## config.mk

```make
export PLATFORM = sky130hd
export DESIGN_NAME = leb_ctrl
export DESIGN_NICKNAME = d
export VERILOG_FILES = /design/src/hw/rtl/leb_pkg.sv /design/src/hw/rtl/leb_ctrl.sv
export SDC_FILE = /design/constraint.sdc
export NUM_CORES = 1
export LEC_CHECK = 0
export ABC_AREA = 1
export BUFFER_PORTS_ARGS = -buffer_cell sky130_fd_sc_hd__buf_4
export CORE_AREA = 3 3 40 42
export DETAILED_ROUTE_END_ITERATION = 10
export DIE_AREA = 0 0 43 45
export MAX_ROUTING_LAYER = met4
export PLACE_DENSITY = 0.44
export REMOVE_ABC_BUFFERS = 1
export SLEW_MARGIN = 25
export SYNTH_ARGS = -nofsm -noshare
export SYNTH_HDL_FRONTEND = slang
export SYNTH_SLANG_ARGS = --single-unit
```

## constraint.sdc

```tcl
create_clock -name aclk -period 1 [get_ports aclk]
set_clock_uncertainty 0.2 [all_clocks]
set_input_delay 0.05 -clock aclk [delete_from_list [all_inputs] [get_ports aclk]]
set_output_delay 0.05 -clock aclk [all_outputs]
set_load 0.02 [all_outputs]
```

## src/hw/rtl/leb_pkg.sv

```systemverilog
`timescale 1ns / 1ps
`default_nettype none

package leb_pkg;

    // Stream payload widths, padded to whole bytes
    localparam int S_TDATA_W = 32;
    localparam int M_TDATA_W = 40;

    // Operation codes
    localparam logic [1:0] OP_CHAR = 2'd0;
    localparam logic [1:0] OP_KEY  = 2'd1;
    localparam logic [1:0] OP_READ = 2'd2;

    // Control characters that a character event ignores
    localparam logic [15:0] CH_NUL = 16'h0000;
    localparam logic [15:0] CH_BS  = 16'h0008;
    localparam logic [15:0] CH_TAB = 16'h0009;
    localparam logic [15:0] CH_LF  = 16'h000A;
    localparam logic [15:0] CH_CR  = 16'h000D;
    localparam logic [15:0] CH_ESC = 16'h001B;

    // Virtual-key codes
    localparam logic [15:0] KEY_BACK   = 16'h0008;
    localparam logic [15:0] KEY_END    = 16'h0023;
    localparam logic [15:0] KEY_HOME   = 16'h0024;
    localparam logic [15:0] KEY_LEFT   = 16'h0025;
    localparam logic [15:0] KEY_RIGHT  = 16'h0027;
    localparam logic [15:0] KEY_INSERT = 16'h002D;
    localparam logic [15:0] KEY_DELETE = 16'h002E;

    typedef enum logic [3:0] {
        ACT_NONE,
        ACT_INSERT,
        ACT_OVERWRITE,
        ACT_LEFT,
        ACT_RIGHT,
        ACT_HOME,
        ACT_END,
        ACT_TOGGLE,
        ACT_DELETE,
        ACT_BACK,
        ACT_READ
    } action_t;

    typedef struct packed {
        logic accept;      // item taken this cycle
        logic exec;        // set up the shift
        logic shift_step;  // one move of the tail
        logic final_step;  // last write and register update
        logic load_out;    // result into the output register
    } dp_cmd_t;

    typedef struct packed {
        logic shift_needed;
        logic shift_last;
        logic out_free;
    } dp_status_t;

    // What an item does, given the editor state flags
    function automatic action_t decode_action(
        input logic [1:0]  op,
        input logic [15:0] code,
        input logic        caret_last,
        input logic        caret_zero,
        input logic        caret_lt_count,
        input logic        ow
    );
        action_t act;
        act = ACT_NONE;
        unique case (op)
            OP_CHAR: begin
                case (code) inside
                    CH_NUL, CH_BS, CH_TAB, CH_LF, CH_CR, CH_ESC: act = ACT_NONE;
                    default: begin
                        if (caret_last) begin
                            act = ACT_NONE;
                        end else begin
                            act = ow ? ACT_OVERWRITE : ACT_INSERT;
                        end
                    end
                endcase
            end
            OP_KEY: begin
                unique case (code)
                    KEY_LEFT:   act = caret_zero ? ACT_NONE : ACT_LEFT;
                    KEY_RIGHT:  act = caret_lt_count ? ACT_RIGHT : ACT_NONE;
                    KEY_HOME:   act = ACT_HOME;
                    KEY_END:    act = ACT_END;
                    KEY_INSERT: act = ACT_TOGGLE;
                    KEY_DELETE: act = caret_lt_count ? ACT_DELETE : ACT_NONE;
                    KEY_BACK:   act = caret_zero ? ACT_NONE : ACT_BACK;
                    default:    act = ACT_NONE;
                endcase
            end
            OP_READ: act = ACT_READ;
            default: act = ACT_NONE;
        endcase
        return act;
    endfunction

endpackage

`default_nettype wire

```

## src/hw/rtl/leb_ctrl.sv

```systemverilog
`timescale 1ns / 1ps
`default_nettype none

module leb_ctrl
    import leb_pkg::*;
(
    input  wire logic       aclk,
    input  wire logic       aresetn,
    input  wire logic       s_tvalid,
    output logic            s_tready,
    input  wire dp_status_t status,
    output dp_cmd_t         cmd
);

    typedef enum logic [2:0] {
        ST_IDLE,
        ST_EXEC,
        ST_SHIFT,
        ST_DRAIN,
        ST_FINAL,
        ST_RESULT
    } state_t;

    state_t state_reg, state_next;
    logic   ready_reg;

    always_comb begin
        state_next = state_reg;
        unique case (state_reg)
            ST_IDLE:   if (s_tvalid && ready_reg) state_next = ST_EXEC;
            ST_EXEC:   state_next = status.shift_needed ? ST_SHIFT : ST_FINAL;
            ST_SHIFT:  if (status.shift_last) state_next = ST_DRAIN;
            ST_DRAIN:  state_next = ST_FINAL;
            ST_FINAL:  state_next = ST_RESULT;
            ST_RESULT: if (status.out_free) state_next = ST_IDLE;
            default:   state_next = ST_IDLE;
        endcase
    end

    always_ff @(posedge aclk) begin
        if (!aresetn) begin
            state_reg <= ST_IDLE;
            ready_reg <= 1'b1;
        end else begin
            state_reg <= state_next;
            ready_reg <= (state_next == ST_IDLE);
        end
    end

    assign s_tready = ready_reg;

    always_comb begin
        cmd.accept     = (state_reg == ST_IDLE) && s_tvalid && ready_reg;
        cmd.exec       = (state_reg == ST_EXEC);
        cmd.shift_step = (state_reg == ST_SHIFT);
        cmd.final_step = (state_reg == ST_FINAL);
        cmd.load_out   = (state_reg == ST_RESULT) && status.out_free;
    end

endmodule

`default_nettype wire

```

Yosys cells after proc, flatten, opt, wreduce, memory -nomap -nowiden
Index checks and enable logic that the tools add are counted.
{"block": "totals", "regBits": 4, "latchBits": 0, "ram_bits": 0, "rom_bits": 0, "in_bits": 6, "out_inout_bits": 6, "word_cells": 18, "n_memories": 0}
{"block": "op_classes", "addsub": 0, "mul": 0, "div": 0, "order_cmp": 0, "n_eq_ne": 5, "shift": 0, "mux": 5, "bitwise": 0, "n_reduce_logical": 6}
{"op": "$pmux 3 s6", "count": 1}
{"op": "$mux 3", "count": 4}
{"op": "$eq 3x2->1 const B", "count": 2}
{"op": "$eq 3x3->1 const B", "count": 2}
{"op": "$logic_not 3->1", "count": 2}
{"op": "$logic_and 1x1->1", "count": 4}
{"op": "$eq 3x1->1 const B", "count": 1}

Depth between registers and ports, before layout
{"block": "depth", "word_depth": 4, "ltp_mapped": 7, "ltp_nobuf": 7}

Worst setup path after synthesis
No wires, ideal clock.
{"block": "synth_timing", "path_kind": "reg-to-output", "from": "reg state_reg[2]", "to": "out cmd[0] in the netlist's numbering", "t_arrival_ns": 1.143, "required_ns": 0.750, "path_slack_ns": -0.393, "path_stages_with_launch": 3, "n_path_buf": 0, "cell_sequence": "dfxtp_1 -> inv_2 -> nor4_1"}
{"element": "start, declared", "line_no": "leb_ctrl.sv:24", "text": "state_t state_reg, state_next;"}
{"element": "start signal, assigned", "line_no": "leb_ctrl.sv:45", "text": "state_reg <= state_next;"}
{"element": "end, declared", "line_no": "leb_ctrl.sv:12", "text": "output dp_cmd_t cmd"}

==> qor.tcl <==
set qor(yosys.cell_types.count) 10
set qor(design.die.area_um2) 1935
set qor(deepest_level_of_the_cts_h_tree) 1
set qor(min-delay-path-class) {in -> reg}
set qor(grt.overflow.total) 0
set qor(clock_pin_slew_on_the_worst_setup_and_hold_paths_ns) 0.04
set qor(num_rows) 13
set qor(cts_max_path_buffers) 2
set qor(syn_avg_cell_area_um2) 5.967
set qor(post_synth_mux_area_share) 0
set qor(cts_tree) {yes}
set qor(place_inst) 69
set qor(nFillCells) 133
set qor(timing.max_cap.violations) 0
set qor(critPathSlowestCell) {sky130_fd_sc_hd__dfxtp_4}
set qor(synthCells) 39
set qor(yosysWarningCount) 0
set qor(crit_path_frequent_cell) {sky130_fd_sc_hd__buf_6}
set qor(failed_checks) {hold timing, setup timing}
set qor(drc) 0
set qor(crit_fanout) 4
set qor(routedWlPerCell_um) 9.000
set qor(buffer_ports.inserted) 11
set qor(final-hold-violation-count) 1
set qor(timing.fmax_mhz) 770.5
set qor(design.final.nets) 70
set qor(ys_ff_latch) 4
set qor(r2r_slack_ns) -0.25
set qor(synth_xor_xnor_area_share) 0
set qor(crit_path_end_kind) {output pin}
set qor(synthDominantAreaCellType) {sky130_fd_sc_hd__dfxtp_1}
set qor(cts_root_buf) {sky130_fd_sc_hd__clkbuf_4}
set qor(hold_end) {state_reg[1]$_SDFF_PN0_}
set qor(dp_hpwl_um) 452.1
set qor(critical_path.startpoint_type) {flip-flop}
set qor(grt_pass1_vias) 299
set qor(critical_path.max_stage_delay_ns) 0.36
set qor(fin_tns_setup_ns) -2.103
set qor(top_level_ports) 12
set qor(area_of_combinational_cells_with_multiple_inputs_um2) 153.9
set qor(final-max-slew-violation-count) 0
set qor(cts_inserted_buffers) 3
set qor(hold_ws_ns) -0.03015
set qor(number_of_violations_reported_at_the_end_of_detailed_routing_iteration_0) 2
set qor(initial_utilization) 0.1811
set qor(worst_r2r_startpoint) {state_reg[0]$_SDFF_PN0_}
set qor(synthTopCellsByArea) {sky130_fd_sc_hd__dfxtp_1 (34%), sky130_fd_sc_hd__inv_1 (19%), sky130_fd_sc_hd__nand2_1 (13%), sky130_fd_sc_hd__nand3_1 (8.6%), sky130_fd_sc_hd__nor2_2 (8.1%)}
set qor(antenna_found_initial) 0
set qor(drt-pass1-iter-count) 2
set qor(largest_family_of_logic_cells_by_synthesized_area) {simple AND/OR/NAND/NOR gates}
set qor(largest_register_ff_count) 3
set qor(tightestPinTransition_ns) 0.1830
set qor(cp.arrival_ns) 1.05
set qor(max-slew-margin-rel) 0.8770
set qor(area_growth_pct) 126.9
set qor(fp.dieW_um) 43
set qor(post-synth-top-area-fraction) 0.3441
set qor(netlist_area_um2) 232.7
set qor(required_ns) 0.75
set qor(drtAntennaViolNets) 0
set qor(finalWorstPathRequiredPeriod_ns) 1.298
set qor(regArea_um2) 92.59
set qor(pwr_density_cell_nw_per_um2) 2179
set qor(endpoint_of_the_worst_register_to_register_path) {s_tready$_SDFF_PN1_}
set qor(rsz0062_at_grt) {yes}
set qor(critical_path_class) {reg -> out}
set qor(gp_congestion) 0.7275
set qor(layout_worst_path_cycle_share) 1.298
set qor(final_cells) 77
set qor(drive_gt1_frac) 0.6774
set qor(vdd_ir_drop_max_uv) 1021
set qor(clock_latency_of_the_later_clocked_register_in_the_worst_skew_pair_ns) 0.24
set qor(fp.coreArea_um2) 1285
set qor(worst-r2r-cell-count) 7
set qor(antenna_cells_inserted) 0
set qor(cts_sinks) 4
set qor(height_of_the_die_um) 45
set qor(hold_start) {status[2]}
set qor(worst_hold_path.num_cells) 5
set qor(first_pass_grt_wire_length_mm) 1.221
set qor(post_synthesis_compound_gate_area_fraction) 0.02151
set qor(power.total_mw) 1.151
set qor(setup_ws_ns) -0.2978
set qor(cp_cell_sequence) {nor2_4 -> nand2_2 -> buf_6 -> inv_2 -> buf_6}
set qor(report.final.setup_viol) 10
set qor(routed_wl_um) 693
set qor(ys_seq_area_frac) 0.3441
set qor(grt_use_total) 0.09270
set qor(post_synth_and_or_nand_nor_area_fraction) 0.4247
set qor(maximum_number_of_pins_on_one_net_before_global_route_repair) 6
set qor(place_worst_setup_slack_ns) -0.1826
set qor(via_per_inst) 3.883
set qor(p_leak_nw) 0.2944
set qor(adder_cell_fraction_of_synth_area) 0
set qor(via_count) 299
set qor(run_status) {finished, violations left}
-- routing by layer --
| metal | up-vias | part of all wire | global-route usage |
|---|---|---|---|
| met5 | - | 0 | - |
| met4 | 0 | 0.012 | 0.05422 |
| met3 | 2 | 0.061 | 0.04781 |
| met2 | 9 | 0.53 | 0.1347 |
| met1 | 124 | 0.40 | 0.1014 |
| li1 | 164 | - | - |
-- critical path, delay by kind of cell (launching register included) --
kind	cells	cell delay, ns
and+or+nand+nor	2	0.20
DFF	1	0.36
buffers and inverters	3	0.25
-- stage by stage --
step	util	hold slack, ns	cell area [µm²]
floorplan	-	-0.03388	232.7
global placement	0.2834	0.08415	364.1
detailed placement	0.2834	0.08587	364.1
CTS	0.3866	-0.03724	496.7
global route	0.4109	0.01471	528.0
finish	0.4109	-0.03015	528.0
-- timing repair --
action / CTS / global route
gates resized for setup: 29 / 6
pin swaps: 3 / 4
endpoints found under the setup margin: 10 / 10
buffers inserted: 3 / 2
endpoints found under the hold margin: 4 / 0
hold buffers: 1 / 0
gates cloned: 0 / 0
-- final cells by class --
cell class,instances,share of cell area
tap,15,0.03555
timing repair buffer,20,0.3531
multi-input combinational,22,0.2915
sequential,4,0.1754
clock buffer,3,0.04265
inverter,13,0.1019
-- cells by family after synthesis --
family	count (synthesis)
DFF	4
buffers and inverters	13
AOI/OAI and AO/OA	1
and+or+nand+nor	21
-- placed cells by master (no fill, tap or decap) --
master                           n
sky130_fd_sc_hd__nand3_4         1
sky130_fd_sc_hd__dfxtp_2         1
sky130_fd_sc_hd__nor2_4          3
sky130_fd_sc_hd__nand4_1         2
sky130_fd_sc_hd__nor2_1          2
sky130_fd_sc_hd__dfxtp_4         3
sky130_fd_sc_hd__inv_2           4
sky130_fd_sc_hd__clkbuf_4        3
sky130_fd_sc_hd__buf_4          10
sky130_fd_sc_hd__buf_6           9
sky130_fd_sc_hd__nor2_2          1
sky130_fd_sc_hd__o21ai_2         1
sky130_fd_sc_hd__inv_1           7
sky130_fd_sc_hd__inv_4           2
sky130_fd_sc_hd__nor4_2          1
sky130_fd_sc_hd__nand3_2         1
sky130_fd_sc_hd__nand2_2         2
sky130_fd_sc_hd__nand2_1         6
sky130_fd_sc_hd__nand3_1         2
sky130_fd_sc_hd__dlygate4sd3_1   1
-- cell usage after synthesis, drive strengths merged --
library cell,instances
dfxtp,4
inv,13
nand2,8
nand3,4
nand4,2
nor2,6
nor4,1
o21ai,1
-- where the power goes --
part	switching, mW	internal (mW)	leakage (nW)
sequential	0.0685	0.221	0.0348
clock	0.0765	0.135	0.0138
combinational	0.309	0.341	0.246
total	0.454	0.697	0.294
-- how the worst max path moves through the flow --
| stage | startpoint | cells after the start | to | slack, ns |
|---|---|---|---|---|
| 6_report | state_reg[0]$_SDFF_PN0_ | 5 | cmd[1] | -0.30 |
| 2_1_floorplan | state_reg[2]$_SDFF_PN0_ | 2 | cmd[0] | -0.39 |
| 3_3_place_gp | state_reg[1]$_SDFF_PN0_ | 6 | s_tready$_SDFF_PN1_ | -0.20 |
| 4_1_cts | state_reg[1]$_SDFF_PN0_ | 2 | cmd[0] | -0.30 |
| 3_5_place_dp | state_reg[1]$_SDFF_PN0_ | 6 | s_tready$_SDFF_PN1_ | -0.18 |
| 5_1_grt | state_reg[0]$_SDFF_PN0_ | 4 | cmd[4] | -0.36 |
No activity file was read; power rests on OpenSTA's default activity.
